<file path="src/sv/bqdp_pkg.sv">
`timescale 1ns / 1ps
// ----------------------------------------------------------------------------
// bqdp_pkg
// Shared types, constants and fp32 arithmetic helpers for the block-quantized
// int8 dot product core.
// ----------------------------------------------------------------------------
package bqdp_pkg;

    localparam int unsigned IN_DATA_W   = 352;
    localparam int unsigned LANES       = 32;
    localparam int unsigned GROUPS      = 4;
    localparam int unsigned GROUP_LANES = 8;
    localparam int unsigned PSUM_W      = 12;
    localparam int unsigned ISUM_W      = 15;

    localparam logic [31:0] QNAN_BITS  = 32'h7fc00000;
    localparam logic [31:0] INF_MASK   = 32'h7f800000;
    localparam logic [7:0]  EXP_MAX    = 8'hff;
    localparam logic [10:0] ISUM_EXP   = 11'sd174;

    // Weight format codes
    localparam logic FMT_1BIT = 1'b0;
    localparam logic FMT_2BIT = 1'b1;

    typedef logic signed [PSUM_W-1:0] psum_t;

    typedef struct packed {
        psum_t [GROUPS-1:0] psum;
        logic [31:0]        ws;
        logic [31:0]        as_f;
        logic               last;
    } bqdp_entry_t;

    typedef struct packed {
        logic full;
        logic empty;
    } bqdp_qstat_t;

    // Unrounded fp result: either a finished special value or sign/exp/mantissa
    // with value = m * 2^(e - 174).
    typedef struct packed {
        logic               spec;
        logic [31:0]        bits;
        logic               s;
        logic signed [10:0] e;
        logic [47:0]        m;
    } bqdp_raw_t;

    typedef enum logic [2:0] {
        BK_IDLE,
        BK_MUL1,
        BK_RND1,
        BK_MUL2,
        BK_RND2,
        BK_ADD,
        BK_RND3
    } bqdp_state_t;

    function automatic logic [31:0] half_to_single(input logic [15:0] h);
        logic [4:0]  ex;
        logic [9:0]  man;
        logic [3:0]  p;
        logic [9:0]  mn;
        logic [7:0]  e8;
        logic [31:0] r;
        ex  = h[14:10];
        man = h[9:0];
        p   = 4'd0;
        for (int i = 0; i < 10; i++) begin
            if (man[i]) p = 4'(i);
        end
        if (ex == 5'd0) begin
            if (man == 10'd0) begin
                r = {h[15], 31'd0};
            end else begin
                mn = man << (4'd10 - p);
                e8 = 8'd103 + {4'd0, p};
                r  = {h[15], e8, mn, 13'd0};
            end
        end else if (ex == 5'h1f) begin
            r = {h[15], 8'hff, man, 13'd0};
        end else begin
            r = {h[15], 8'({3'd0, ex} + 8'd112), man, 13'd0};
        end
        return r;
    endfunction

    function automatic logic [31:0] round_pack(input logic s, input logic signed [10:0] e,
                                               input logic [47:0] m);
        logic [5:0]         lz;
        logic               found;
        logic [47:0]        mn;
        logic signed [10:0] ee;
        logic signed [10:0] amt;
        logic [5:0]         sh;
        logic               sticky;
        logic               rnd;
        logic [30:0]        body;
        logic [31:0]        r;
        lz    = 6'd0;
        found = 1'b0;
        for (int i = 47; i >= 0; i--) begin
            if (!found && m[i]) begin
                lz    = 6'(47 - i);
                found = 1'b1;
            end
        end
        mn     = m << lz;
        ee     = e - 11'($signed({5'd0, lz}));
        sticky = 1'b0;
        if (m == 48'd0) begin
            r = {s, 31'd0};
        end else if (ee >= 11'sd255) begin
            r = {s, EXP_MAX, 23'd0};
        end else begin
            if (ee <= 11'sd0) begin
                amt    = 11'sd1 - ee;
                sh     = (amt > 11'sd48) ? 6'd48 : amt[5:0];
                sticky = |(mn & ~({48{1'b1}} << sh));
                mn     = mn >> sh;
                ee     = 11'sd0;
            end
            rnd  = mn[23] & (sticky | (|mn[22:0]) | mn[24]);
            body = {ee[7:0], mn[46:24]} + {30'd0, rnd};
            r    = {s, body};
        end
        return r;
    endfunction

    function automatic bqdp_raw_t fmul_raw(input logic [31:0] a, input logic [31:0] b);
        logic       nan_a, nan_b, inf_a, inf_b, zero_a, zero_b;
        logic [23:0] ma, mb;
        logic [7:0]  ea, eb;
        bqdp_raw_t   r;
        nan_a  = (a[30:23] == EXP_MAX) && (a[22:0] != 23'd0);
        nan_b  = (b[30:23] == EXP_MAX) && (b[22:0] != 23'd0);
        inf_a  = (a[30:23] == EXP_MAX) && (a[22:0] == 23'd0);
        inf_b  = (b[30:23] == EXP_MAX) && (b[22:0] == 23'd0);
        zero_a = (a[30:0] == 31'd0);
        zero_b = (b[30:0] == 31'd0);
        ma     = {a[30:23] != 8'd0, a[22:0]};
        mb     = {b[30:23] != 8'd0, b[22:0]};
        ea     = (a[30:23] == 8'd0) ? 8'd1 : a[30:23];
        eb     = (b[30:23] == 8'd0) ? 8'd1 : b[30:23];
        r.s    = a[31] ^ b[31];
        r.e    = 11'($signed({3'd0, ea}) + $signed({3'd0, eb}) - 11'sd126);
        r.m    = ma * mb;
        r.spec = 1'b0;
        r.bits = QNAN_BITS;
        if (nan_a || nan_b || (inf_a && zero_b) || (zero_a && inf_b)) begin
            r.spec = 1'b1;
        end else if (inf_a || inf_b) begin
            r.spec = 1'b1;
            r.bits = {r.s, EXP_MAX, 23'd0};
        end
        return r;
    endfunction

    function automatic bqdp_raw_t fadd_raw(input logic [31:0] a, input logic [31:0] b);
        logic        nan_a, nan_b, inf_a, inf_b, swap;
        logic [23:0] ma, mb, mbig, msml;
        logic [7:0]  ea, eb, ebig, d;
        logic        sbig;
        logic [47:0] fa, fb, bs;
        logic        st;
        bqdp_raw_t   r;
        nan_a = (a[30:23] == EXP_MAX) && (a[22:0] != 23'd0);
        nan_b = (b[30:23] == EXP_MAX) && (b[22:0] != 23'd0);
        inf_a = (a[30:23] == EXP_MAX) && (a[22:0] == 23'd0);
        inf_b = (b[30:23] == EXP_MAX) && (b[22:0] == 23'd0);
        ma    = {a[30:23] != 8'd0, a[22:0]};
        mb    = {b[30:23] != 8'd0, b[22:0]};
        ea    = (a[30:23] == 8'd0) ? 8'd1 : a[30:23];
        eb    = (b[30:23] == 8'd0) ? 8'd1 : b[30:23];
        swap  = (ea < eb) || ((ea == eb) && (ma < mb));
        mbig  = swap ? mb : ma;
        msml  = swap ? ma : mb;
        ebig  = swap ? eb : ea;
        sbig  = swap ? b[31] : a[31];
        d     = swap ? (eb - ea) : (ea - eb);
        fa    = {1'b0, mbig, 23'd0};
        fb    = {1'b0, msml, 23'd0};
        if (d >= 8'd48) begin
            bs = 48'd0;
            st = |fb;
        end else begin
            bs = fb >> d;
            st = |(fb & ~({48{1'b1}} << d));
        end
        bs[0] = bs[0] | st;
        r.m   = (a[31] == b[31]) ? (fa + bs) : (fa - bs);
        r.s   = (r.m == 48'd0) ? (a[31] & b[31]) : sbig;
        r.e   = 11'($signed({3'd0, ebig}) + 11'sd1);
        r.spec = 1'b0;
        r.bits = QNAN_BITS;
        if (nan_a || nan_b || (inf_a && inf_b && (a[31] != b[31]))) begin
            r.spec = 1'b1;
        end else if (inf_a) begin
            r.spec = 1'b1;
            r.bits = a;
        end else if (inf_b) begin
            r.spec = 1'b1;
            r.bits = b;
        end
        return r;
    endfunction

    function automatic logic [31:0] finish(input bqdp_raw_t r);
        return r.spec ? r.bits : round_pack(r.s, r.e, r.m);
    endfunction

endpackage

</file>
<file path="src/sv/bqdp_front.sv">
`timescale 1ns / 1ps
// ----------------------------------------------------------------------------
// bqdp_front
// Accepts chunks, decodes weights, forms four partial lane sums and converts
// both fp16 scales to fp32 before pushing into the work queue.
// ----------------------------------------------------------------------------
module bqdp_front (
    input  logic                              weight_format,
    input  logic                              s_tvalid,
    output logic                              s_tready,
    input  logic [bqdp_pkg::IN_DATA_W-1:0]    s_tdata,
    input  logic                              s_tlast,
    input  bqdp_pkg::bqdp_qstat_t             qstat,
    output logic                              push,
    output bqdp_pkg::bqdp_entry_t             entry
);

    logic [63:0]  codes;
    logic [255:0] acts;

    function automatic logic signed [9:0] lane_prod(input logic fmt, input logic [1:0] c2,
                                                    input logic c1, input logic [7:0] a);
        logic signed [9:0] av;
        logic signed [9:0] p;
        av = $signed({{2{a[7]}}, a});
        if (fmt == bqdp_pkg::FMT_1BIT) begin
            p = c1 ? av : -av;
        end else begin
            case (c2)
                2'd0:    p = -av;
                2'd1:    p = 10'sd0;
                2'd2:    p = av;
                default: p = av <<< 1;
            endcase
        end
        return p;
    endfunction

    assign codes = s_tdata[63:0];
    assign acts  = {s_tdata[335:272], s_tdata[271:208], s_tdata[207:144], s_tdata[143:80]};

    always_comb begin
        for (int g = 0; g < bqdp_pkg::GROUPS; g++) begin
            entry.psum[g] = '0;
            for (int k = 0; k < bqdp_pkg::GROUP_LANES; k++) begin
                entry.psum[g] = entry.psum[g] + bqdp_pkg::PSUM_W'(lane_prod(
                    weight_format,
                    codes[2*(g*8+k) +: 2],
                    codes[g*8+k],
                    acts[8*(g*8+k) +: 8]));
            end
        end
        entry.ws   = bqdp_pkg::half_to_single(s_tdata[79:64]);
        entry.as_f = bqdp_pkg::half_to_single(s_tdata[351:336]);
        entry.last = s_tlast;
    end

    assign s_tready = !qstat.full;
    assign push     = s_tvalid && !qstat.full;

endmodule

</file>
<file path="config.mk">
export PLATFORM = sky130hd
export DESIGN_NAME = bqdp_front
export DESIGN_NICKNAME = d
export VERILOG_FILES = /design/src/sv/bqdp_pkg.sv /design/src/sv/bqdp_front.sv
export SDC_FILE = /design/constraint.sdc
export NUM_CORES = 2
export LEC_CHECK = 0
export ABC_CLOCK_PERIOD_IN_PS = 14800
export BUFFER_PORTS_ARGS = -buffer_cell sky130_fd_sc_hd__buf_2
export CAP_MARGIN = 20
export CORE_MARGIN = 4
export CORE_UTILIZATION = 54
export DETAILED_ROUTE_END_ITERATION = 6
export PLACE_DENSITY = 0.82
export RECOVER_POWER = 50
export SLEW_MARGIN = 20
export SYNTH_ARGS = -nofsm -noshare
export SYNTH_HDL_FRONTEND = slang
export SYNTH_SLANG_ARGS = --single-unit
</file>
<file path="constraint.sdc">
create_clock -name vclk -period 14.8
set_input_delay 3.7 -clock vclk [all_inputs]
set_output_delay 3.7 -clock vclk [all_outputs]
set_load 0.01 [all_outputs]
</file>
After elaboration in Yosys (flattened, before gate mapping)
Cells that the tools add are included.
{"block": "totals", "regBits": 0, "in_bits": 357, "out_inout_bits": 115, "word_cells": 292}
{"block": "op_classes", "n_addsub": 66, "n_eq_ne": 66, "shifts": 2, "n_mux": 120, "n_reduce_logical": 38}
{"cell": "10-bit case mux with 3 select lines", "n": 32}
{"cell": "10-bit 2-to-1 mux", "n": 64}
{"cell": "8-bit negator with 10-bit output", "n": 32}
{"cell": "12-bit by 10-bit adder with 12-bit output", "n": 20}
{"cell": "31-bit 2-to-1 mux", "n": 6}
{"cell": "2-bit by 1-bit == test with 1-bit output, second input constant", "n": 32}
{"cell": "2-bit == test, second input constant", "n": 32}
{"cell": "2-bit logical NOT", "n": 32}
{"cell": "4-bit 2-to-1 mux", "n": 16}
{"cell": "11-bit by 10-bit adder with 12-bit output", "n": 4}
{"cell": "10-bit by 10-bit adder with 11-bit output", "n": 4}
{"cell": "10-bit logical NOT", "n": 2}
{"cell": "10-bit by 4-bit << shifter with 10-bit output", "n": 2}
{"cell": "5-bit by 7-bit adder with 8-bit output, second input constant", "n": 2}
{"cell": "7-bit by 4-bit adder with 8-bit output, first input constant", "n": 2}
{"cell": "5-bit == test, second input constant", "n": 2}
{"cell": "5-bit logical NOT", "n": 2}
{"cell": "4-bit subtractor, first input constant", "n": 2}
{"cell": "1-bit 2-to-1 mux", "n": 2}
{"cell": "1-bit logical AND", "n": 1}
{"cell": "1-bit logical NOT", "n": 1}

Longest topological paths before layout
{"block": "logic_depth", "ltp_word": 13, "depth_mapped": 22, "depth_no_buf": 22}

Worst setup path before layout
No wires, ideal clock.
{"block": "synth_path", "kind": "input-to-output", "from": "input port weight_format", "to": "output port entry[87] (netlist name)", "arrival_ps": 8826, "required_ps": 11100, "setup_slack_ps": 2274, "cell_stages": 19, "n_path_buf": 4, "path_cell_list": "clkbuf_1 clkbuf_1 clkbuf_1 buf_1 a21oi_1 fa_1 fa_1 fa_1 inv_1 fa_1 inv_1 ha_1 fa_1 a21o_1 a21oi_1 nor2b_1 o21a_1 o41a_1 xor2_1"}
{"element": "start: declaration", "line_no": "bqdp_front.sv:8", "text": "input logic weight_format,"}
{"element": "end: declaration", "line_no": "bqdp_front.sv:15", "text": "output bqdp_pkg::bqdp_entry_t entry"}

==> run_results.csv <==
group,metric,value,unit
layout,fin_util,58.8,%
synthesis,ys_warn_count,0,
floorplanning,ioPinCount,472,
drt,dr.pass1.iters,6,
timing,rsz0062_at_grt,"false",
flow_run,drv_cap,0,
worst_setup_path,cp.arrival,9850,ps
drt,drc,0,
hold_path,min-delay-path-class,"in -> out",
floorplanning,start_util,55.0,%
global_route,grt_overflow,0,
drt,wl,76700,µm
synthesis,synth-seq-area-share,0,%
layout,area_growth,6.90,%
floorplanning,fp.dieW,224,µm
timing,maxSlewViolCount,0,
layout,final_cell_mix,"nor2_1 (453), buf_2 (407), a21oi_1 (383), inv_1 (360), nand2_1 (270)",
worst_setup_path,slowest_stage,"buf_4",
power_and_ir_drop,p_per_area,197,nW/µm²
synthesis,yosysTopAreaCellShare,19.5,%
layout,final_layout_size_suffix_gt1_share,14.3,%
clock_network,cts_resized,0,
global_route,grt_max_degree,157,
floorplanning,rows,78,
timing,final-hold-violation-count,0,
global_route,grt_pass1_vias,23500,
power_and_ir_drop,fin_total_pwr,5.29,mW
hold_path,min_delay_path_depth,0,
drt,antenna_left,0,
floorplanning,fp.coreArea,45700,µm²
worst_setup_path,path_class,"in -> out",
status,status,"completed",
timing,min_period,13550,ps
timing,tightest_slew,893,ps
global_route,track_usage,28.8,%
power_and_ir_drop,ir_drop,0.495,mV
drt,wl_per_cell,17.1,µm
layout,design.seq.count,0,
hold_path,hold_end,"entry[0]",
floorplanning,die_y,224,µm
timing,setup_violations,0,
global_route,grt_pass1_wl,122000,µm
worst_setup_path,critical_path.max_stage_delay,780,ps
timing,period_share,91.6,%
worst_setup_path,crit_top_cell,"fa_1",
drt,vias,26900,
worst_setup_path,path_delay_family,"adder cells",
synthesis,syn_inst,3723,
synthesis,syn_avg_cell_area,6.74,µm²
placement,port_buffers,439,
timing,setup_tns,0,ps
synthesis,netlist_area,25100,µm²
timing,clock.fmax,73.8,MHz
clock_network,postCtsSetupBuffers,0,
worst_setup_path,cp-end-kind,"output port",
worst_setup_path,crit_buf_inv,6,
global_route,grt_antenna_before_repair,42,
worst_setup_path,crit_chain,"buf_8 -> inv_4 -> buf_4 -> o21ai_0 -> fa_1 -> fa_1 -> fa_1 -> inv_1 -> fa_1 -> inv_1 -> ha_1 -> a21o_1 -> a211oi_1 -> nor2_1 -> o41ai_1 -> o21ai_0 -> xnor2_1 -> buf_2",
timing,maxSlewHeadroom,40.5,%
layout,clockBufferCount,0,
synthesis,synth_area_leaders,"fa_1 (19%), a21oi_1 (7.6%), nor2_1 (6.8%), inv_1 (5.4%), o21ai_0 (4.5%)",
drt,drtIter0Drc,2510,
layout,regArea,0,µm²
layout,layout.nets,4534,
clock_network,holdBufCountCts,0,
worst_setup_path,crit_path_max_fanout,125,
drt,viasPerCell,6.00,
worst_setup_path,startpoint_type,"input pin",
placement,dp.final_hpwl,61800,µm
power_and_ir_drop,leakage,11.7,nW
worst_setup_path,crit_required,11100,ps
hold_path,worstHoldStart,"s_tlast",
synthesis,yosys.area.top_type,"fa_1",
layout,layout_commonest_cell,"nor2_1",
placement,routabilityCongestion,0.968,
synthesis,yosysUniqueCellTypes,74,
floorplanning,dieArea,50000,µm²
worst max path at each step:
stage / startpoint / endpoint / slack, ps / cells after the start
2_1_floorplan: weight_format / entry[87] / 2270 / 19
3_3_place_gp: weight_format / entry[112] / 1400 / 18
3_5_place_dp: weight_format / entry[112] / 1340 / 18
4_1_cts: weight_format / entry[112] / 1320 / 18
5_1_grt: weight_format / entry[112] / 1010 / 18
6_report: weight_format / entry[112] / 1250 / 18
layout make-up:
type                       count  area (µm²)
antenna                       37        92.6
fill                        4400       18800
inverter                     362        1360
multi-input combinational   3041       22400
tap                          600         751
timing repair buffer         444        2230
through the flow:
step	hold slack, ps	cells	setup slack [ps]	area, µm²
2_1_floorplan	7440	3748	2270	25200
3_3_place_gp	7400	4447	1400	26800
3_5_place_dp	7400	4447	1340	26800
4_1_cts	7400	4447	1320	26800
5_1_grt	7400	4474	1010	26800
6_report	7400	4484	1250	26800
Yosys cell counts, types with 20 or more instances:
master	n
nor2_1	453
a21oi_1	382
inv_1	361
clkbuf_1	272
nand2_1	270
fa_1	244
o21ai_0	226
nor3_1	186
xor2_1	118
mux2i_1	105
xnor2_1	102
mux2_2	98
ha_1	84
o211ai_1	76
a211oi_1	55
nor3b_1	52
or3_1	48
nand3_1	43
a22oi_1	42
buf_1	41
nor4_1	34
a21o_1	32
buf_4	31
a221oi_1	30
a31oi_1	25
o21a_1	23
a2bb2oi_1	22
o41ai_1	20
report_power, final:
group          switching, mW  internal [mW]
combinational           3.02           2.27
clock                      0    0.000000336
sequential                 0              0
total                   3.02           2.27
metal layers:
metal / vias to the layer above / part of all wire, % / track usage (%)
met3: 157 / 7.8 / 3.67
met4: 18 / 2.8 / 7.91
met2: 1076 / 46 / 45.8
met1: 12400 / 43 / 41.6
met5: - / 0.17 / 0
li1: 13200 / - / -
cells by family (layout without fill, tap and decap cells):
group | Yosys count | in the layout | share of synthesized area [%]
multiplexers | 208 | 208 | 9.03
adder cells (fa/ha/maj) | 328 | 328 | 23.6
buffers and inverters | 707 | 806 | 11.1
XOR/XNOR | 220 | 220 | 7.67
AO/OA/AOI/OAI | 1072 | 1072 | 26.8
AND/OR/NAND/NOR | 1187 | 1187 | 21.8
other | 1 | 63 | 0.0149
(Power assumes the default switching activity.)
