[config.mk]
export PLATFORM = sky130hd
export DESIGN_NAME = bqdp_fifo
export DESIGN_NICKNAME = d
export VERILOG_FILES = /design/src/sv/bqdp_pkg.sv /design/src/sv/bqdp_fifo.sv
export SDC_FILE = /design/constraint.sdc
export NUM_CORES = 1
export LEC_CHECK = 0
export ABC_CLOCK_PERIOD_IN_PS = 3400
export BUFFER_PORTS_ARGS = -buffer_cell sky130_fd_sc_hd__buf_2
export CAP_MARGIN = 20
export CORE_MARGIN = 2
export CORE_UTILIZATION = 37
export DETAILED_ROUTE_END_ITERATION = 7
export MAX_ROUTING_LAYER = met4
export PLACE_DENSITY = 0.59
export SYNTH_ARGS = -nofsm -noshare
export SYNTH_HDL_FRONTEND = slang
export SYNTH_SLANG_ARGS = --single-unit
[constraint.sdc]
create_clock -name aclk -period 3.4 [get_ports aclk]
set_input_delay 0 -clock aclk [delete_from_list [all_inputs] [get_ports aclk]]
set_output_delay 0 -clock aclk [all_outputs]
set_load 0.02 [all_outputs]
[src/sv/bqdp_pkg.sv]
`timescale 1ns / 1ps
// ----------------------------------------------------------------------------
// bqdp_pkg
// Shared types, constants and fp32 arithmetic helpers for the block-quantized
// int8 dot product core.
// ----------------------------------------------------------------------------
package bqdp_pkg;

    localparam int unsigned IN_DATA_W   = 352;
    localparam int unsigned LANES       = 32;
    localparam int unsigned GROUPS      = 4;
    localparam int unsigned GROUP_LANES = 8;
    localparam int unsigned PSUM_W      = 12;
    localparam int unsigned ISUM_W      = 15;

    localparam logic [31:0] QNAN_BITS  = 32'h7fc00000;
    localparam logic [31:0] INF_MASK   = 32'h7f800000;
    localparam logic [7:0]  EXP_MAX    = 8'hff;
    localparam logic [10:0] ISUM_EXP   = 11'sd174;

    // Weight format codes
    localparam logic FMT_1BIT = 1'b0;
    localparam logic FMT_2BIT = 1'b1;

    typedef logic signed [PSUM_W-1:0] psum_t;

    typedef struct packed {
        psum_t [GROUPS-1:0] psum;
        logic [31:0]        ws;
        logic [31:0]        as_f;
        logic               last;
    } bqdp_entry_t;

    typedef struct packed {
        logic full;
        logic empty;
    } bqdp_qstat_t;

    // Unrounded fp result: either a finished special value or sign/exp/mantissa
    // with value = m * 2^(e - 174).
    typedef struct packed {
        logic               spec;
        logic [31:0]        bits;
        logic               s;
        logic signed [10:0] e;
        logic [47:0]        m;
    } bqdp_raw_t;

    typedef enum logic [2:0] {
        BK_IDLE,
        BK_MUL1,
        BK_RND1,
        BK_MUL2,
        BK_RND2,
        BK_ADD,
        BK_RND3
    } bqdp_state_t;

    function automatic logic [31:0] half_to_single(input logic [15:0] h);
        logic [4:0]  ex;
        logic [9:0]  man;
        logic [3:0]  p;
        logic [9:0]  mn;
        logic [7:0]  e8;
        logic [31:0] r;
        ex  = h[14:10];
        man = h[9:0];
        p   = 4'd0;
        for (int i = 0; i < 10; i++) begin
            if (man[i]) p = 4'(i);
        end
        if (ex == 5'd0) begin
            if (man == 10'd0) begin
                r = {h[15], 31'd0};
            end else begin
                mn = man << (4'd10 - p);
                e8 = 8'd103 + {4'd0, p};
                r  = {h[15], e8, mn, 13'd0};
            end
        end else if (ex == 5'h1f) begin
            r = {h[15], 8'hff, man, 13'd0};
        end else begin
            r = {h[15], 8'({3'd0, ex} + 8'd112), man, 13'd0};
        end
        return r;
    endfunction

    function automatic logic [31:0] round_pack(input logic s, input logic signed [10:0] e,
                                               input logic [47:0] m);
        logic [5:0]         lz;
        logic               found;
        logic [47:0]        mn;
        logic signed [10:0] ee;
        logic signed [10:0] amt;
        logic [5:0]         sh;
        logic               sticky;
        logic               rnd;
        logic [30:0]        body;
        logic [31:0]        r;
        lz    = 6'd0;
        found = 1'b0;
        for (int i = 47; i >= 0; i--) begin
            if (!found && m[i]) begin
                lz    = 6'(47 - i);
                found = 1'b1;
            end
        end
        mn     = m << lz;
        ee     = e - 11'($signed({5'd0, lz}));
        sticky = 1'b0;
        if (m == 48'd0) begin
            r = {s, 31'd0};
        end else if (ee >= 11'sd255) begin
            r = {s, EXP_MAX, 23'd0};
        end else begin
            if (ee <= 11'sd0) begin
                amt    = 11'sd1 - ee;
                sh     = (amt > 11'sd48) ? 6'd48 : amt[5:0];
                sticky = |(mn & ~({48{1'b1}} << sh));
                mn     = mn >> sh;
                ee     = 11'sd0;
            end
            rnd  = mn[23] & (sticky | (|mn[22:0]) | mn[24]);
            body = {ee[7:0], mn[46:24]} + {30'd0, rnd};
            r    = {s, body};
        end
        return r;
    endfunction

    function automatic bqdp_raw_t fmul_raw(input logic [31:0] a, input logic [31:0] b);
        logic       nan_a, nan_b, inf_a, inf_b, zero_a, zero_b;
        logic [23:0] ma, mb;
        logic [7:0]  ea, eb;
        bqdp_raw_t   r;
        nan_a  = (a[30:23] == EXP_MAX) && (a[22:0] != 23'd0);
        nan_b  = (b[30:23] == EXP_MAX) && (b[22:0] != 23'd0);
        inf_a  = (a[30:23] == EXP_MAX) && (a[22:0] == 23'd0);
        inf_b  = (b[30:23] == EXP_MAX) && (b[22:0] == 23'd0);
        zero_a = (a[30:0] == 31'd0);
        zero_b = (b[30:0] == 31'd0);
        ma     = {a[30:23] != 8'd0, a[22:0]};
        mb     = {b[30:23] != 8'd0, b[22:0]};
        ea     = (a[30:23] == 8'd0) ? 8'd1 : a[30:23];
        eb     = (b[30:23] == 8'd0) ? 8'd1 : b[30:23];
        r.s    = a[31] ^ b[31];
        r.e    = 11'($signed({3'd0, ea}) + $signed({3'd0, eb}) - 11'sd126);
        r.m    = ma * mb;
        r.spec = 1'b0;
        r.bits = QNAN_BITS;
        if (nan_a || nan_b || (inf_a && zero_b) || (zero_a && inf_b)) begin
            r.spec = 1'b1;
        end else if (inf_a || inf_b) begin
            r.spec = 1'b1;
            r.bits = {r.s, EXP_MAX, 23'd0};
        end
        return r;
    endfunction

    function automatic bqdp_raw_t fadd_raw(input logic [31:0] a, input logic [31:0] b);
        logic        nan_a, nan_b, inf_a, inf_b, swap;
        logic [23:0] ma, mb, mbig, msml;
        logic [7:0]  ea, eb, ebig, d;
        logic        sbig;
        logic [47:0] fa, fb, bs;
        logic        st;
        bqdp_raw_t   r;
        nan_a = (a[30:23] == EXP_MAX) && (a[22:0] != 23'd0);
        nan_b = (b[30:23] == EXP_MAX) && (b[22:0] != 23'd0);
        inf_a = (a[30:23] == EXP_MAX) && (a[22:0] == 23'd0);
        inf_b = (b[30:23] == EXP_MAX) && (b[22:0] == 23'd0);
        ma    = {a[30:23] != 8'd0, a[22:0]};
        mb    = {b[30:23] != 8'd0, b[22:0]};
        ea    = (a[30:23] == 8'd0) ? 8'd1 : a[30:23];
        eb    = (b[30:23] == 8'd0) ? 8'd1 : b[30:23];
        swap  = (ea < eb) || ((ea == eb) && (ma < mb));
        mbig  = swap ? mb : ma;
        msml  = swap ? ma : mb;
        ebig  = swap ? eb : ea;
        sbig  = swap ? b[31] : a[31];
        d     = swap ? (eb - ea) : (ea - eb);
        fa    = {1'b0, mbig, 23'd0};
        fb    = {1'b0, msml, 23'd0};
        if (d >= 8'd48) begin
            bs = 48'd0;
            st = |fb;
        end else begin
            bs = fb >> d;
            st = |(fb & ~({48{1'b1}} << d));
        end
        bs[0] = bs[0] | st;
        r.m   = (a[31] == b[31]) ? (fa + bs) : (fa - bs);
        r.s   = (r.m == 48'd0) ? (a[31] & b[31]) : sbig;
        r.e   = 11'($signed({3'd0, ebig}) + 11'sd1);
        r.spec = 1'b0;
        r.bits = QNAN_BITS;
        if (nan_a || nan_b || (inf_a && inf_b && (a[31] != b[31]))) begin
            r.spec = 1'b1;
        end else if (inf_a) begin
            r.spec = 1'b1;
            r.bits = a;
        end else if (inf_b) begin
            r.spec = 1'b1;
            r.bits = b;
        end
        return r;
    endfunction

    function automatic logic [31:0] finish(input bqdp_raw_t r);
        return r.spec ? r.bits : round_pack(r.s, r.e, r.m);
    endfunction

endpackage

[src/sv/bqdp_fifo.sv]
`timescale 1ns / 1ps
// ----------------------------------------------------------------------------
// bqdp_fifo
// Two-entry queue between the front and the back.
// ----------------------------------------------------------------------------
module bqdp_fifo (
    input  logic                   aclk,
    input  logic                   aresetn,
    input  logic                   push,
    input  bqdp_pkg::bqdp_entry_t  din,
    input  logic                   pop,
    output bqdp_pkg::bqdp_entry_t  dout,
    output bqdp_pkg::bqdp_qstat_t  qstat
);

    bqdp_pkg::bqdp_entry_t mem_reg [2];
    logic       wptr_reg, wptr_next;
    logic       rptr_reg, rptr_next;
    logic [1:0] cnt_reg, cnt_next;

    always_comb begin
        wptr_next = wptr_reg ^ push;
        rptr_next = rptr_reg ^ pop;
        cnt_next  = cnt_reg + {1'b0, push} - {1'b0, pop};
    end

    always_ff @(posedge aclk) begin
        if (!aresetn) begin
            wptr_reg <= 1'b0;
            rptr_reg <= 1'b0;
            cnt_reg  <= 2'd0;
        end else begin
            wptr_reg <= wptr_next;
            rptr_reg <= rptr_next;
            cnt_reg  <= cnt_next;
        end
    end

    always_ff @(posedge aclk) begin
        if (push) begin
            mem_reg[wptr_reg] <= din;
        end
    end

    assign dout        = mem_reg[rptr_reg];
    assign qstat.full  = cnt_reg == 2'd2;
    assign qstat.empty = cnt_reg == 2'd0;

endmodule

After elaboration in Yosys (flattened, before gate mapping)
Memory sizes are Yosys's and may differ from the RTL's. A register that Yosys moved wholly into a read port is not among the register bits.
Cells that the tools add are included.
- add/sub/neg operators: 2
- $mul: 0
- div/mod/pow operators: 0
- magnitude comparators: 0
- eq/ne operators: 1
- shifts and indexed selects: 0
- muxes and demuxes: 3
- bitwise logic cells: 2
- reduce and logical (&&, ||, !) cells: 1
- operators by type and width (kind ; number):
    1-bit two-way mux ; 3
    2-bit by 1-bit adder with 2-bit output ; 1
    2-bit == test (second input constant) ; 1
    2-bit zero test ; 1
    2-bit by 1-bit subtractor with 2-bit output ; 1
    1-bit bitwise XOR ; 2
- bits in registers: 4
- bits in latches: 0
- RAM bits: 226
- ROM bits: 0
- input bits: 117
- output and inout bits: 115
- logic and storage cells: 13
- memories kept: 1
- memories (name ; depth ; width ; read ports ; clocked after Yosys merged registers in ; write ports ; RTL line ; RTL):
    mem_reg ; 2 ; 113 ; 1 ; 1 ; 1 ; bqdp_fifo.sv:16 ; bqdp_pkg::bqdp_entry_t mem_reg [2];

Depth between registers and ports, before layout
- depth after elaboration: 2
- mapped depth: 6

Least setup slack after synthesis
No wires, ideal clock.
- kind: reg2reg
- from: reg wptr_reg
- to: mem mem_reg[0][0] (netlist bit), enable pin
- arrival time: 2.997 ns
- slack: -0.083 ns
- cell stages (with the launch flop): 3
- buffers on the path: 0
- period minus slack after synthesis: 3.483 ns
- cells stage by stage: dfxtp_1 inv_1 ha_1
- RTL lines (item ; RTL line ; RTL):
    start, declared ; bqdp_fifo.sv:17 ; logic wptr_reg, wptr_next;
    start signal, assigned ; bqdp_fifo.sv:33 ; wptr_reg <= wptr_next;
    end, declared ; bqdp_fifo.sv:16 ;
No word-level cell before the write port.

==> metrics.txt <==
number of antenna violations at the first check in global routing=0; VDD IR max=between 400 and 500 uV; number of flip-flops in the largest register=approximately 230; number of buffers created by CTS=24; hold path endpoint=mem_reg[0][30]; Reg2Reg Capture Point=mem_reg[1][61]; Flop pwr share=0.501; mean number of vias per cell=approximately 4.4; maximum clock skew at final layout=0.0101 ns; routed wire length on met2=roughly 8500 um; area fraction of the dominant cell type after synthesis=0.782; post-CTS clock slew at the launch and capture registers of the worst setup and hold paths=roughly 0.060 ns; worst slack at placement=1.53 ns; period utilisation layout=0.697; leakage power=4.71 nW; total number of yosys warnings=0; worst slew margin relative to its limit=0.528; sw frac=0.231; type of the worst setup path=reg2out; run status=finished clean; largest family of logic cells by synthesized area=multiplexers; TritonCTS sink count=roughly 230; top cells by area, synth=sky130_fd_sc_hd__edfxtp_1, sky130_fd_sc_hd__mux2_4, sky130_fd_sc_hd__mux2_2; complex-gate fraction of the synthesized area=0; via count of the first global-routing pass=5,191; area of combinational cells with multiple inputs=1680 sq um; number of different library cells in the post-synthesis netlist=14; tightest hold margin=0.216 ns; net switching power=~1.6 mW; biggest area consumer among synthesized cells=sky130_fd_sc_hd__edfxtp_1; fraction of final layout cells sized beyond drive strength 1=0.503; maximum number of pins on one net before global-route repair=60; total detailed-routing wirelength=roughly 18,000 um; combinational share of power=0.145; Final Worst Setup Slack=1.03 ns; syn nets=494; ports placed on the boundary=between 200 and 250; clock tree root buffer cell=sky130_fd_sc_hd__clkbuf_16; Post-CTS Setup Repair Bufs=0; critical path data required time=3.40 ns; DRC viols=0; first-pass GRT wire length=26,400 um; Area growth, synth to finish=39.4%; power share of the clock group=0.353; buffer levels on the longest clock path=3; launching element type of the critical path=flop; hold violation count in the final report=0; post-route antenna net violation count=0; mux share of post-synthesis cell area=0.177; power density over the cells=roughly 560 nW/um^2; synthesized-area fraction occupied by xor and xnor cells=0.00360; routed length on met3=between 1000 and 1500 um; Synth Register Bits=approximately 230; CTS H-tree depth=1; gr usage total=0.141; proportion of synthesized chip area in sequential cells=0.793; number of instances in the placed design=~920; critical path capture point type=output port; number of vias after detailed routing=4,725; placed standard-cell area=~10,000 sq um; number of synthesized flops with an enable pin=~230; post-layout utilization of the core=0.520; standard cell core area=around 23,000 sq um; Port Buf Inserts=approximately 230; number of pins with negative max-slew slack in the final report=0; number of search-and-repair iterations in the first detailed-routing pass=4; total overflow reported by the global router=0; Max Clock Freq=approximately 420 MHz; die area=approximately 25,000 sq um; global placement routability congestion=0.724; leading register cell type out of synthesis=sky130_fd_sc_hd__edfxtp_1; drt initial violations=160; number of diodes=0; final standard cell count with taps included and fillers excluded=1,076; cell area after synthesis=between 8000 and 9000 sq um; crit path DAT=approximately 2.4 ns; Final #Nets=862; TritonCTS clock tree=done; max-cap check violation count=0; post-route minimum period=approximately 2.4 ns; number of cells on the worst reg-to-reg path=2; initial cell density of the core=0.373; total power consumption of the routed design=just under 7 mW; measured slew at the worst slew-check pin=0.708 ns; Setup TNS Final=0 ns; number of cell rows=between 50 and 60; Worst-Skew Late Latency=around 0.5 ns; RSZ-0062 raised after global routing=false; Adder-Cell Fraction of Synth Area=0.00577; cell internal power dissipation=5.21 mW; gate count of the mapped netlist=373; detailed-routing wirelength on met1=around 7700 um; worst min-delay path category=in2reg; final design area excluding fillers=between 10,000 and 15,000 sq um; Worst Hold Path Cells=2; Seq. cell area=between 6000 and 7000 sq um; share of synthesized cell area in and, or, nand and nor gates=0.00476; total half-perimeter wirelength after legalization and detailed placement=11,300 um; most frequent cells after synthesis=sky130_fd_sc_hd__edfxtp_1, sky130_fd_sc_hd__mux2_4, sky130_fd_sc_hd__mux2_2; overall die height=157 um; setup-violating endpoint count in the final report=0; most used standard cell by instance count after synthesis=sky130_fd_sc_hd__edfxtp_1; WL/cell=~17 um; startpoint of the lowest-slack register-to-register path=wptr_reg; floorplan die width=around 160 um; reg-to-reg slack, setup=1.61 ns; top metal layer carrying routed signals=met4; Filler Cells Inserted=1,921; crit path max fanout=between 40 and 50; fraction of registers with async set or reset after synthesis=0; origin of the worst min-delay path=din[30]; Synth Area per Inst=~23 sq um
-- layout by cell type, fill, tap and decap left out, types with 3 or more instances in the layout --
cell type / instances
sky130_fd_sc_hd__dfxtp_1: 4
sky130_fd_sc_hd__and2_1: 3
sky130_fd_sc_hd__clkbuf_1: 6
sky130_fd_sc_hd__buf_2: 231
sky130_fd_sc_hd__edfxtp_1: 226
sky130_fd_sc_hd__mux2_4: 70
sky130_fd_sc_hd__mux2_2: 43
sky130_fd_sc_hd__inv_1: 3
sky130_fd_sc_hd__dlygate4sd3_1: 117
sky130_fd_sc_hd__buf_4: 5
sky130_fd_sc_hd__clkinv_1: 9
sky130_fd_sc_hd__clkbuf_16: 25
sky130_fd_sc_hd__nor2b_1: 3
-- worst max path at each step --
stage               slack [ns]            end  startpoint  depth (start not counted)
finish                    1.03       dout[27]        flop                          3
global route              0.91       dout[27]        flop                          3
floorplan                 1.14  mem_reg[0][0]    wptr_reg                          2
detailed placement        1.53       dout[27]        flop                          3
CTS                       0.97       dout[27]        flop                          3
global placement          1.57       dout[27]        flop                          3
-- power by group through the flow --
| stage | logic [mW] | registers, mW | clock network (mW) |
|---|---|---|---|
| final | 0.983 | 3.40 | 2.39 |
| after detailed placement | 0.882 | 3.46 | 0 |
| after global placement | 0.866 | 3.45 | 0 |
| after global routing | 1.05 | 3.41 | 2.58 |
| after floorplan | 0.606 | 3.42 | 0 |
| after CTS | 0.993 | 3.40 | 2.48 |
-- cells by family after synthesis --
kind of cell             count (synthesis)
XOR/XNOR                                 2
adder cells (fa/ha/maj)                  4
buffers and inverters                   16
flip-flops                             231
multiplexers                           113
AND/OR/NAND/NOR                          7
-- layout make-up --
cell class / count / area share
Multi-Input combinational cell: 126 / 0.139
Clock buffer: 31 / 0.0535
Timing Repair Buffer: 355 / 0.199
Tap cell: 319 / 0.0330
Clock inverter: 11 / 0.00568
Sequential cell: 231 / 0.569
Inverter: 3 / 0.000930
-- critical path, cell delays in order (launching register included) --
cell and delay (ns):
sky130_fd_sc_hd__dfxtp_4 0.81, sky130_fd_sc_hd__buf_4 0.48, sky130_fd_sc_hd__mux2_2 0.38, sky130_fd_sc_hd__buf_2 0.16
-- what timing repair did --
item	in CTS	in global routing
endpoints found under the hold margin	231	0
resized for setup	0	0
hold buffers	117	0
-- per-layer routing --
layer | vias up | global-route usage
li1 | 2213 | -
met1 | 2302 | 0.173
met2 | 175 | 0.237
met3 | 35 | 0.0341
met4 | 0 | 0.0368
met5 | - | -
No activity file was read; power rests on OpenSTA's default activity.
