## src/sv/bqdp_pkg.sv

```systemverilog
`timescale 1ns / 1ps
// ----------------------------------------------------------------------------
// bqdp_pkg
// Shared types, constants and fp32 arithmetic helpers for the block-quantized
// int8 dot product core.
// ----------------------------------------------------------------------------
package bqdp_pkg;

    localparam int unsigned IN_DATA_W   = 352;
    localparam int unsigned LANES       = 32;
    localparam int unsigned GROUPS      = 4;
    localparam int unsigned GROUP_LANES = 8;
    localparam int unsigned PSUM_W      = 12;
    localparam int unsigned ISUM_W      = 15;

    localparam logic [31:0] QNAN_BITS  = 32'h7fc00000;
    localparam logic [31:0] INF_MASK   = 32'h7f800000;
    localparam logic [7:0]  EXP_MAX    = 8'hff;
    localparam logic [10:0] ISUM_EXP   = 11'sd174;

    // Weight format codes
    localparam logic FMT_1BIT = 1'b0;
    localparam logic FMT_2BIT = 1'b1;

    typedef logic signed [PSUM_W-1:0] psum_t;

    typedef struct packed {
        psum_t [GROUPS-1:0] psum;
        logic [31:0]        ws;
        logic [31:0]        as_f;
        logic               last;
    } bqdp_entry_t;

    typedef struct packed {
        logic full;
        logic empty;
    } bqdp_qstat_t;

    // Unrounded fp result: either a finished special value or sign/exp/mantissa
    // with value = m * 2^(e - 174).
    typedef struct packed {
        logic               spec;
        logic [31:0]        bits;
        logic               s;
        logic signed [10:0] e;
        logic [47:0]        m;
    } bqdp_raw_t;

    typedef enum logic [2:0] {
        BK_IDLE,
        BK_MUL1,
        BK_RND1,
        BK_MUL2,
        BK_RND2,
        BK_ADD,
        BK_RND3
    } bqdp_state_t;

    function automatic logic [31:0] half_to_single(input logic [15:0] h);
        logic [4:0]  ex;
        logic [9:0]  man;
        logic [3:0]  p;
        logic [9:0]  mn;
        logic [7:0]  e8;
        logic [31:0] r;
        ex  = h[14:10];
        man = h[9:0];
        p   = 4'd0;
        for (int i = 0; i < 10; i++) begin
            if (man[i]) p = 4'(i);
        end
        if (ex == 5'd0) begin
            if (man == 10'd0) begin
                r = {h[15], 31'd0};
            end else begin
                mn = man << (4'd10 - p);
                e8 = 8'd103 + {4'd0, p};
                r  = {h[15], e8, mn, 13'd0};
            end
        end else if (ex == 5'h1f) begin
            r = {h[15], 8'hff, man, 13'd0};
        end else begin
            r = {h[15], 8'({3'd0, ex} + 8'd112), man, 13'd0};
        end
        return r;
    endfunction

    function automatic logic [31:0] round_pack(input logic s, input logic signed [10:0] e,
                                               input logic [47:0] m);
        logic [5:0]         lz;
        logic               found;
        logic [47:0]        mn;
        logic signed [10:0] ee;
        logic signed [10:0] amt;
        logic [5:0]         sh;
        logic               sticky;
        logic               rnd;
        logic [30:0]        body;
        logic [31:0]        r;
        lz    = 6'd0;
        found = 1'b0;
        for (int i = 47; i >= 0; i--) begin
            if (!found && m[i]) begin
                lz    = 6'(47 - i);
                found = 1'b1;
            end
        end
        mn     = m << lz;
        ee     = e - 11'($signed({5'd0, lz}));
        sticky = 1'b0;
        if (m == 48'd0) begin
            r = {s, 31'd0};
        end else if (ee >= 11'sd255) begin
            r = {s, EXP_MAX, 23'd0};
        end else begin
            if (ee <= 11'sd0) begin
                amt    = 11'sd1 - ee;
                sh     = (amt > 11'sd48) ? 6'd48 : amt[5:0];
                sticky = |(mn & ~({48{1'b1}} << sh));
                mn     = mn >> sh;
                ee     = 11'sd0;
            end
            rnd  = mn[23] & (sticky | (|mn[22:0]) | mn[24]);
            body = {ee[7:0], mn[46:24]} + {30'd0, rnd};
            r    = {s, body};
        end
        return r;
    endfunction

    function automatic bqdp_raw_t fmul_raw(input logic [31:0] a, input logic [31:0] b);
        logic       nan_a, nan_b, inf_a, inf_b, zero_a, zero_b;
        logic [23:0] ma, mb;
        logic [7:0]  ea, eb;
        bqdp_raw_t   r;
        nan_a  = (a[30:23] == EXP_MAX) && (a[22:0] != 23'd0);
        nan_b  = (b[30:23] == EXP_MAX) && (b[22:0] != 23'd0);
        inf_a  = (a[30:23] == EXP_MAX) && (a[22:0] == 23'd0);
        inf_b  = (b[30:23] == EXP_MAX) && (b[22:0] == 23'd0);
        zero_a = (a[30:0] == 31'd0);
        zero_b = (b[30:0] == 31'd0);
        ma     = {a[30:23] != 8'd0, a[22:0]};
        mb     = {b[30:23] != 8'd0, b[22:0]};
        ea     = (a[30:23] == 8'd0) ? 8'd1 : a[30:23];
        eb     = (b[30:23] == 8'd0) ? 8'd1 : b[30:23];
        r.s    = a[31] ^ b[31];
        r.e    = 11'($signed({3'd0, ea}) + $signed({3'd0, eb}) - 11'sd126);
        r.m    = ma * mb;
        r.spec = 1'b0;
        r.bits = QNAN_BITS;
        if (nan_a || nan_b || (inf_a && zero_b) || (zero_a && inf_b)) begin
            r.spec = 1'b1;
        end else if (inf_a || inf_b) begin
            r.spec = 1'b1;
            r.bits = {r.s, EXP_MAX, 23'd0};
        end
        return r;
    endfunction

    function automatic bqdp_raw_t fadd_raw(input logic [31:0] a, input logic [31:0] b);
        logic        nan_a, nan_b, inf_a, inf_b, swap;
        logic [23:0] ma, mb, mbig, msml;
        logic [7:0]  ea, eb, ebig, d;
        logic        sbig;
        logic [47:0] fa, fb, bs;
        logic        st;
        bqdp_raw_t   r;
        nan_a = (a[30:23] == EXP_MAX) && (a[22:0] != 23'd0);
        nan_b = (b[30:23] == EXP_MAX) && (b[22:0] != 23'd0);
        inf_a = (a[30:23] == EXP_MAX) && (a[22:0] == 23'd0);
        inf_b = (b[30:23] == EXP_MAX) && (b[22:0] == 23'd0);
        ma    = {a[30:23] != 8'd0, a[22:0]};
        mb    = {b[30:23] != 8'd0, b[22:0]};
        ea    = (a[30:23] == 8'd0) ? 8'd1 : a[30:23];
        eb    = (b[30:23] == 8'd0) ? 8'd1 : b[30:23];
        swap  = (ea < eb) || ((ea == eb) && (ma < mb));
        mbig  = swap ? mb : ma;
        msml  = swap ? ma : mb;
        ebig  = swap ? eb : ea;
        sbig  = swap ? b[31] : a[31];
        d     = swap ? (eb - ea) : (ea - eb);
        fa    = {1'b0, mbig, 23'd0};
        fb    = {1'b0, msml, 23'd0};
        if (d >= 8'd48) begin
            bs = 48'd0;
            st = |fb;
        end else begin
            bs = fb >> d;
            st = |(fb & ~({48{1'b1}} << d));
        end
        bs[0] = bs[0] | st;
        r.m   = (a[31] == b[31]) ? (fa + bs) : (fa - bs);
        r.s   = (r.m == 48'd0) ? (a[31] & b[31]) : sbig;
        r.e   = 11'($signed({3'd0, ebig}) + 11'sd1);
        r.spec = 1'b0;
        r.bits = QNAN_BITS;
        if (nan_a || nan_b || (inf_a && inf_b && (a[31] != b[31]))) begin
            r.spec = 1'b1;
        end else if (inf_a) begin
            r.spec = 1'b1;
            r.bits = a;
        end else if (inf_b) begin
            r.spec = 1'b1;
            r.bits = b;
        end
        return r;
    endfunction

    function automatic logic [31:0] finish(input bqdp_raw_t r);
        return r.spec ? r.bits : round_pack(r.s, r.e, r.m);
    endfunction

endpackage

```

## src/sv/bqdp_back.sv

```systemverilog
`timescale 1ns / 1ps
// ----------------------------------------------------------------------------
// bqdp_back
// Sequencer that scales the integer sum and accumulates in fp32, then
// presents the result on the output register for the last chunk.
// ----------------------------------------------------------------------------
module bqdp_back (
    input  logic                   aclk,
    input  logic                   aresetn,
    input  bqdp_pkg::bqdp_entry_t  head,
    input  bqdp_pkg::bqdp_qstat_t  qstat,
    output logic                   pop,
    output logic                   emit,
    output logic                   m_tvalid,
    input  logic                   m_tready,
    output logic [31:0]            m_tdata
);

    bqdp_pkg::bqdp_state_t state_reg, state_next;

    logic signed [bqdp_pkg::ISUM_W-1:0] isum_reg;
    logic [31:0]          ws_reg, as_reg, isf_reg, op_reg, acc_reg, acc_next;
    logic                 last_reg;
    bqdp_pkg::bqdp_raw_t  raw_reg;
    logic                 ov_reg, ov_next;
    logic [31:0]          od_reg;
    logic [31:0]          res;
    logic                 can_emit;
    logic [bqdp_pkg::ISUM_W-1:0] isum_abs;
    logic signed [bqdp_pkg::ISUM_W-1:0] isum_new;

    assign res      = bqdp_pkg::finish(raw_reg);
    assign can_emit = !ov_reg || m_tready;
    assign isum_abs = isum_reg[bqdp_pkg::ISUM_W-1] ? -isum_reg : isum_reg;

    always_comb begin
        isum_new = '0;
        for (int g = 0; g < bqdp_pkg::GROUPS; g++) begin
            isum_new = isum_new + bqdp_pkg::ISUM_W'(head.psum[g]);
        end
    end

    // next state
    always_comb begin
        state_next = state_reg;
        case (state_reg)
            bqdp_pkg::BK_IDLE: if (!qstat.empty) state_next = bqdp_pkg::BK_MUL1;
            bqdp_pkg::BK_MUL1: state_next = bqdp_pkg::BK_RND1;
            bqdp_pkg::BK_RND1: state_next = bqdp_pkg::BK_MUL2;
            bqdp_pkg::BK_MUL2: state_next = bqdp_pkg::BK_RND2;
            bqdp_pkg::BK_RND2: state_next = bqdp_pkg::BK_ADD;
            bqdp_pkg::BK_ADD:  state_next = bqdp_pkg::BK_RND3;
            bqdp_pkg::BK_RND3: if (!last_reg || can_emit) state_next = bqdp_pkg::BK_IDLE;
            default:           state_next = bqdp_pkg::BK_IDLE;
        endcase
    end

    // outputs
    always_comb begin
        pop      = 1'b0;
        emit     = 1'b0;
        acc_next = acc_reg;
        ov_next  = ov_reg && !m_tready;
        case (state_reg)
            bqdp_pkg::BK_IDLE: pop = !qstat.empty;
            bqdp_pkg::BK_RND3: begin
                if (!last_reg) begin
                    acc_next = res;
                end else if (can_emit) begin
                    emit     = 1'b1;
                    acc_next = 32'd0;
                    ov_next  = 1'b1;
                end
            end
            default: ;
        endcase
    end

    always_ff @(posedge aclk) begin
        if (!aresetn) begin
            state_reg <= bqdp_pkg::BK_IDLE;
            acc_reg   <= 32'd0;
            ov_reg    <= 1'b0;
        end else begin
            state_reg <= state_next;
            acc_reg   <= acc_next;
            ov_reg    <= ov_next;
        end
    end

    always_ff @(posedge aclk) begin
        if (emit) begin
            od_reg <= res;
        end
        case (state_reg)
            bqdp_pkg::BK_IDLE: begin
                isum_reg <= isum_new;
                ws_reg   <= head.ws;
                as_reg   <= head.as_f;
                last_reg <= head.last;
            end
            bqdp_pkg::BK_MUL1: begin
                raw_reg <= bqdp_pkg::fmul_raw(ws_reg, as_reg);
                isf_reg <= bqdp_pkg::round_pack(isum_reg[bqdp_pkg::ISUM_W-1],
                                                bqdp_pkg::ISUM_EXP,
                                                {{(48-bqdp_pkg::ISUM_W){1'b0}}, isum_abs});
            end
            bqdp_pkg::BK_RND1: op_reg  <= res;
            bqdp_pkg::BK_MUL2: raw_reg <= bqdp_pkg::fmul_raw(op_reg, isf_reg);
            bqdp_pkg::BK_RND2: op_reg  <= res;
            bqdp_pkg::BK_ADD:  raw_reg <= bqdp_pkg::fadd_raw(acc_reg, op_reg);
            default: ;
        endcase
    end

    assign m_tvalid = ov_reg;
    assign m_tdata  = od_reg;

endmodule

```

## config.mk

```make
export PLATFORM = sky130hd
export DESIGN_NAME = bqdp_back
export DESIGN_NICKNAME = d
export VERILOG_FILES = /design/src/sv/bqdp_pkg.sv /design/src/sv/bqdp_back.sv
export SDC_FILE = /design/constraint.sdc
export NUM_CORES = 2
export LEC_CHECK = 0
export BUFFER_PORTS_ARGS = -buffer_cell sky130_fd_sc_hd__buf_2
export CORE_AREA = 2 2 319 400
export CTS_CLUSTER_DIAMETER = 30
export DETAILED_ROUTE_END_ITERATION = 6
export DIE_AREA = 0 0 321 402
export PLACE_DENSITY = 0.79
export SYNTH_ARGS = -nofsm -noshare
export SYNTH_HDL_FRONTEND = slang
export SYNTH_SLANG_ARGS = --single-unit
```

## constraint.sdc

```tcl
create_clock -name aclk -period 8.75 [get_ports aclk]
set_clock_uncertainty 0.05 [all_clocks]
set_input_delay 1.3125 -clock aclk [delete_from_list [all_inputs] [get_ports aclk]]
set_output_delay 1.3125 -clock aclk [all_outputs]
set_load 0.01 [all_outputs]
```

== After elaboration in Yosys (flattened, before gate mapping) ==
Cells that the tools add are included.
Word-level totals
  register bits after elaboration: 305
  bits in latches: 0
  memory bits (writable): 0
  memory bits (read-only): 0
  input port bits: 118
  output and inout port bits: 35
  logic and storage cells: 489
  memories: 0
Cells by class
  $add $sub $neg: 19
  $mul: 2
  divide/modulo/power cells: 0
  order comparisons: 9
  eq/ne operators: 17
  shifts and indexed selects: 8
  multiplexer cells: 205
  bitwise logic cells: 16
  reduce and logical (&&, ||, !) cells: 196
Operators by type and width (number)
  two-way mux 6 bit: 63
  two-way mux 47 bit: 7
  one-hot mux 93 bit (3 select lines): 1
  two-way mux 32 bit: 6
  two-way mux 48 bit: 3
  NOT 48 bit: 3
  OR reduction 48 bit: 3
  two-way mux 33 bit: 4
  zero test 31 bit: 4
  zero test 23 bit: 5
  nonzero test 23 bit: 5
  two-way mux 8 bit: 14
  two-way mux 1 bit: 97
  AND 48 bit: 2
  zero test 48 bit: 2
  multiplier 24 x 24 -> 48 bit: 2
  left shift 48 x 6 -> 48 bit, first input constant: 2
  right shift 48 x 6 -> 47 bit: 2
  two-way mux 31 bit: 3
  logical AND 1 bit: 79
  zero test 1 bit: 65
  adder 31 x 1 -> 31 bit: 2
  adder 47 x 48 -> 48 bit: 1
  AND 47 x 48 -> 48 bit: 1
  53 further kinds: 96

== Longest topological paths before layout ==
  depth in word-level cells: 161
  depth in mapped cells: 47
  mapped depth without buffers: 42

== Worst setup path after synthesis ==
OpenSTA, ideal clock, no wires.
  path type: reg2reg
  from: reg acc_reg[27]
  to: reg raw_reg[59] (netlist name) (data pin)
  setup time: 270 ps
  arrival time: 8133 ps
  required time: 8430 ps
  setup slack: 297 ps
  cell stages (with the launch flop): 46
  cell sequence: dfxtp_1 -> nor4_1 -> nand2_1 -> nand2b_1 -> inv_1 -> ha_1 -> inv_1 -> fa_1 -> and2_1 -> buf_2 -> o2111ai_1 -> a21o_1 -> a21oi_4 -> o21a_1 -> buf_6 -> buf_2 -> clkbuf_1 -> buf_2 -> [... 10 more ...] -> o21bai_1 -> a21oi_1 -> nor2_1 -> o31ai_1 -> a211oi_1 -> or3_1 -> a31oi_1 -> nor2_1 -> o21bai_1 -> a21oi_1 -> a2111oi_0 -> nor3_1 -> nor2_1 -> nand4_1 -> nor4_1 -> nand4_1 -> mux2i_1 -> o211ai_1
On the way
  word-level cells in the longest chain between the ends: 18
  elaborated cells on any way between the ends: 32
  those cells by class: add/sub (4); order compare (3); eq/ne (1); shift (2); mux (12); bitwise (3); reduce/logical (7)
RTL lines
  from (decl): RTL line bqdp_back.sv:22  | logic [31:0] ws_reg, as_reg, isf_reg, op_reg, acc_reg, acc_next;
  from (signal assigned): RTL line bqdp_back.sv:86  | acc_reg <= acc_next;
  parallel branches: the longest is 16 deep, another holds less-than comparator 24 bit
  two-way mux 1 bit *: RTL line bqdp_pkg.sv:192  | r.s = (r.m == 48'd0) ? (a[31] & b[31]) : sbig;
  one-hot mux 93 bit (3 select lines) *: RTL line bqdp_back.sv:95  | case (state_reg)
  to (signal assigned): RTL line bqdp_back.sv:103  | raw_reg <= bqdp_pkg::fmul_raw(ws_reg, as_reg);
  to (signal assigned): RTL line bqdp_back.sv:109  | bqdp_pkg::BK_MUL2: raw_reg <= bqdp_pkg::fmul_raw(op_reg, isf_reg);
  to (signal assigned): RTL line bqdp_back.sv:111  | bqdp_pkg::BK_ADD: raw_reg <= bqdp_pkg::fadd_raw(acc_reg, op_reg);
  to (decl): RTL line bqdp_back.sv:24  | bqdp_pkg::bqdp_raw_t raw_reg;
Mark *: on every way between the ends. The select of a mux whose other input is x is not followed.
A chain may end at the register's enable or synchronous reset.

== Worst setup path in the final report ==
  from: reg op_reg[2]
  to: reg raw_reg[44] (netlist name) (data pin)
On the way
  word-level cells in the longest chain between the ends: 14
  elaborated cells on any way between the ends: 23
  those cells by class: add/sub (2); mul (1); order compare (2); shift (2); mux (9); bitwise (3); reduce/logical (4)
RTL lines
  from (decl): RTL line bqdp_back.sv:22
  from (signal assigned): RTL line bqdp_back.sv:108  | bqdp_pkg::BK_RND1: op_reg <= res;
  from (signal assigned): RTL line bqdp_back.sv:110  | bqdp_pkg::BK_RND2: op_reg <= res;
  less-than comparator 24 bit: RTL line bqdp_pkg.sv:175  | swap = (ea < eb) || ((ea == eb) && (ma < mb));
  logical AND 1 bit: RTL line bqdp_pkg.sv:175
  logical OR 1 bit: RTL line bqdp_pkg.sv:175
  two-way mux 8 bit: RTL line bqdp_pkg.sv:180  | d = swap ? (eb - ea) : (ea - eb);
  left shift 48 x 8 -> 48 bit: RTL line bqdp_pkg.sv:188  | st = |(fb & ~({48{1'b1}} << d));
  NOT 48 bit: RTL line bqdp_pkg.sv:188
  AND 47 x 48 -> 48 bit: RTL line bqdp_pkg.sv:188
  OR reduction 48 bit: RTL line bqdp_pkg.sv:188
  two-way mux 1 bit: RTL line bqdp_pkg.sv:183  | if (d >= 8'd48) begin
  two-way mux 1 bit: RTL line bqdp_back.sv:95
  bitwise OR 1 bit: RTL line bqdp_pkg.sv:190  | bs[0] = bs[0] | st;
  subtractor 47 x 48 -> 48 bit or adder 47 x 48 -> 48 bit (tied branches): RTL line bqdp_pkg.sv:191  | r.m = (a[31] == b[31]) ? (fa + bs) : (fa - bs);
  two-way mux 48 bit: RTL line bqdp_pkg.sv:191
  one-hot mux 93 bit (3 select lines) *: RTL line bqdp_back.sv:95
Every way passes the cells marked *; elsewhere a longest branch is shown, timed or not. The select of a mux whose other input is x is not followed.

==> results.json <==
{
  "slew_violations": 0,
  "synth_edf_count": 268,
  "grt_setup_unrepaired": "true",
  "globalplace.congestion": 1.085,
  "placed_area_um2": 77700,
  "die_area_um2": 129000,
  "use_met1": 0.4679,
  "mostFrequentLayoutCell": "nand2_1",
  "final_cell_mix": "1196 x nand2_1, 1149 x inv_1, 1032 x buf_4",
  "failed_checks": "design-rule violations",
  "io_pins": 153,
  "fin_crit_ns": 8.575,
  "cts.path.max_buffers": 3,
  "port_buffers": 151,
  "yosys_register_bits": 304,
  "pre_cts_slack_ns": -0.2975,
  "postSynthCellCount": 8078,
  "top_usage_layer": "met2",
  "synth_cell_types": 114,
  "grt_max_degree": 79,
  "yosys_warnings": 0,
  "die_h_um": 402,
  "cp_data_arrival_time_ns": 8.92,
  "final_area_um2": 82520,
  "crit_type": "reg -> reg",
  "n_fill_cell": 10131,
  "cp_max_fo": 12,
  "hpwlAfterDp_mm": 215.1,
  "slew_headroom": 0.1961,
  "die_w_um": 321,
  "cp_slowest_cell": "fa_1",
  "critPathMaxStageDelay_ns": 0.54,
  "drt_iter0_markers": 6766,
  "synthFlopType": "edfxtp_1",
  "largest_reg_flops": 92,
  "gr-total-overflow": 0,
  "num_rows": 146,
  "routed_via_density": 6.233,
  "h-tree-depth": 3,
  "synth_area_um2": 68320,
  "setup_viol": 0,
  "antenna_found_initial": 18,
  "wl_per_cell_um": 25.33,
  "critPathLaunchType": "flip-flop",
  "cts_tree": "built",
  "num_vias": 66344,
  "area_growth_pct": 20.79,
  "maxCapViolations": 0,
  "wirelength_mm": 269.6,
  "firstDrtPassIters": 7,
  "async_flop_share": 0,
  "drc": 10,
  "track_usage": 0.4149,
  "cts-root-buf": "clkbuf_16",
  "synth-seq-area-share": 0.1283,
  "ant_nets": 0,
  "cp.required_ns": 9.09,
  "cp-end-kind": "flip-flop",
  "grt_use_met3": 0.09386,
  "clock_latency_ns": 0.71,
  "clock-sinks": 304,
  "report.final.hold_viol_count": 0,
  "use_met2": 0.6706,
  "clk_pin_slew_ns": 0.05,
  "core_um2": 125700,
  "layout-drive-gt1-share": 0.1914,
  "setup_ws_ns": 0.1748,
  "initial_core_util": 0.5436,
  "grt_pass1_wl_mm": 403.2,
  "max_freq_mhz": 116.6,
  "post-route-period-util": 0.9800,
  "nets": 10560,
  "hp-class": "reg -> reg",
  "status": "complete, but fails checks",
  "grt_pass1_vias": 68119,
  "synth.avg_cell_area_um2": 8.457,
  "cts_made_buffers": 69,
  "worst_slew_pin_slew_ns": 1.206
}
## per-stage QoR
stage / setup TNS [ns] / util / instances / hold slack (ns)
finish: 0 / 0.6566 / 10644 / 0.5570
floorplan: 0 / - / 8115 / 0.3744
global placement: -1.065 / 0.6182 / 10410 / 0.5203
CTS: -0.08713 / 0.6390 / 10539 / 0.5433
detailed placement: -2.075 / 0.6182 / 10410 / 0.5256
global route: -3.151 / 0.6565 / 10638 / 0.6211
## layout make-up
type                            count  area [um2]  area share
Antenna cell                        9       22.52   0.0002729
Clock buffer                       75        1770     0.02145
Clock inverter                     50       644.4    0.007809
Inverter                         1163        4367     0.05292
Multi-Input combinational cell   6127       54480      0.6602
Sequential cell                   304        8770      0.1063
Tap cell                         1628        2037     0.02468
Timing Repair Buffer             1288       10430      0.1264
## metal layers
layer / routed length [um] / up-vias
met5: 76 / -
met4: 27620 / 12
met3: 25860 / 1304
met2: 123900 / 4145
met1: 92170 / 32308
li1: - / 28575
## what timing repair did
action	CTS	global route
resized for setup	31	291
gates cloned	0	10
setup endpoints to repair	18	94
setup buffers	4	87
pin swaps	2	119
hold buffers	0	0
## worst max-delay path: cells and delay by family, from the launching register on
| family | cells | cell delay [ns] |
|---|---|---|
| DFF | 1 | 0.44 |
| buffers and inverters | 11 | 1.45 |
| adders and majority gates | 8 | 3.42 |
| AOI/OAI and AO/OA | 10 | 1.88 |
| xor gates and xnor gates | 1 | 0.31 |
| and+or+nand+nor | 6 | 0.67 |
## final timing paths
check | startpoint | to | slack (ns) | depth (start not counted)
max | op_reg[2] | raw_reg[44] | 0.17 | 36
min | last_reg | m_tvalid | 0.56 | 2
max reg2reg | op_reg[2] | raw_reg[44] | 0.17 | 36
min reg2reg | last_reg | m_tvalid | 0.56 | 2
## cells by family (layout without fill, tap and decap cells)
kind of cell	Yosys count	in the layout	share of synthesized area
and+or+nand+nor	2697	2697	0.1872
AOI/OAI and AO/OA	1433	1433	0.1390
muxes	263	263	0.04176
adders and majority gates	1490	1490	0.3822
buffers and inverters	1684	2576	0.09476
xor gates and xnor gates	205	205	0.02667
other	2	48	0.0001099
DFF	304	304	0.1283
## Yosys cell counts (20+ instances only)
library cell	count	area share
nand2_1	1208	0.066
inv_1	1157	0.064
fa_1	995	0.29
ha_1	494	0.090
clkbuf_1	428	0.024
and2_1	407	0.037
nor2_1	365	0.020
o21ai_0	332	0.024
a21oi_1	298	0.022
edfxtp_1	268	0.12
mux2i_1	207	0.030
nand3_1	161	0.012
nor3_1	142	0.010
xnor2_1	133	0.017
xor2_1	70	0.0090
nor4_1	62	0.0057
o211ai_1	61	0.0067
a211oi_1	58	0.0064
nand2b_1	58	0.0053
a31oi_1	57	0.0052
a21o_1	56	0.0062
nor2b_1	56	0.0051
a22oi_1	51	0.0056
nand4_1	49	0.0045
o22ai_1	49	0.0045
or3_1	49	0.0045
buf_2	48	0.0035
o221ai_1	43	0.0055
o31ai_1	43	0.0047
mux2_2	42	0.0069
and3_1	40	0.0037
o21a_1	37	0.0041
dfxtp_1	36	0.011
a22o_1	31	0.0040
o21bai_1	29	0.0032
o21ai_1	27	0.0020
buf_1	24	0.0013
a311oi_1	22	0.0028
o41ai_1	21	0.0027
or2_2	20	0.0018
Power is left out: the tool's default activity adds up to more than one toggle a clock period on the data nets, which glitch-free logic cannot reach.
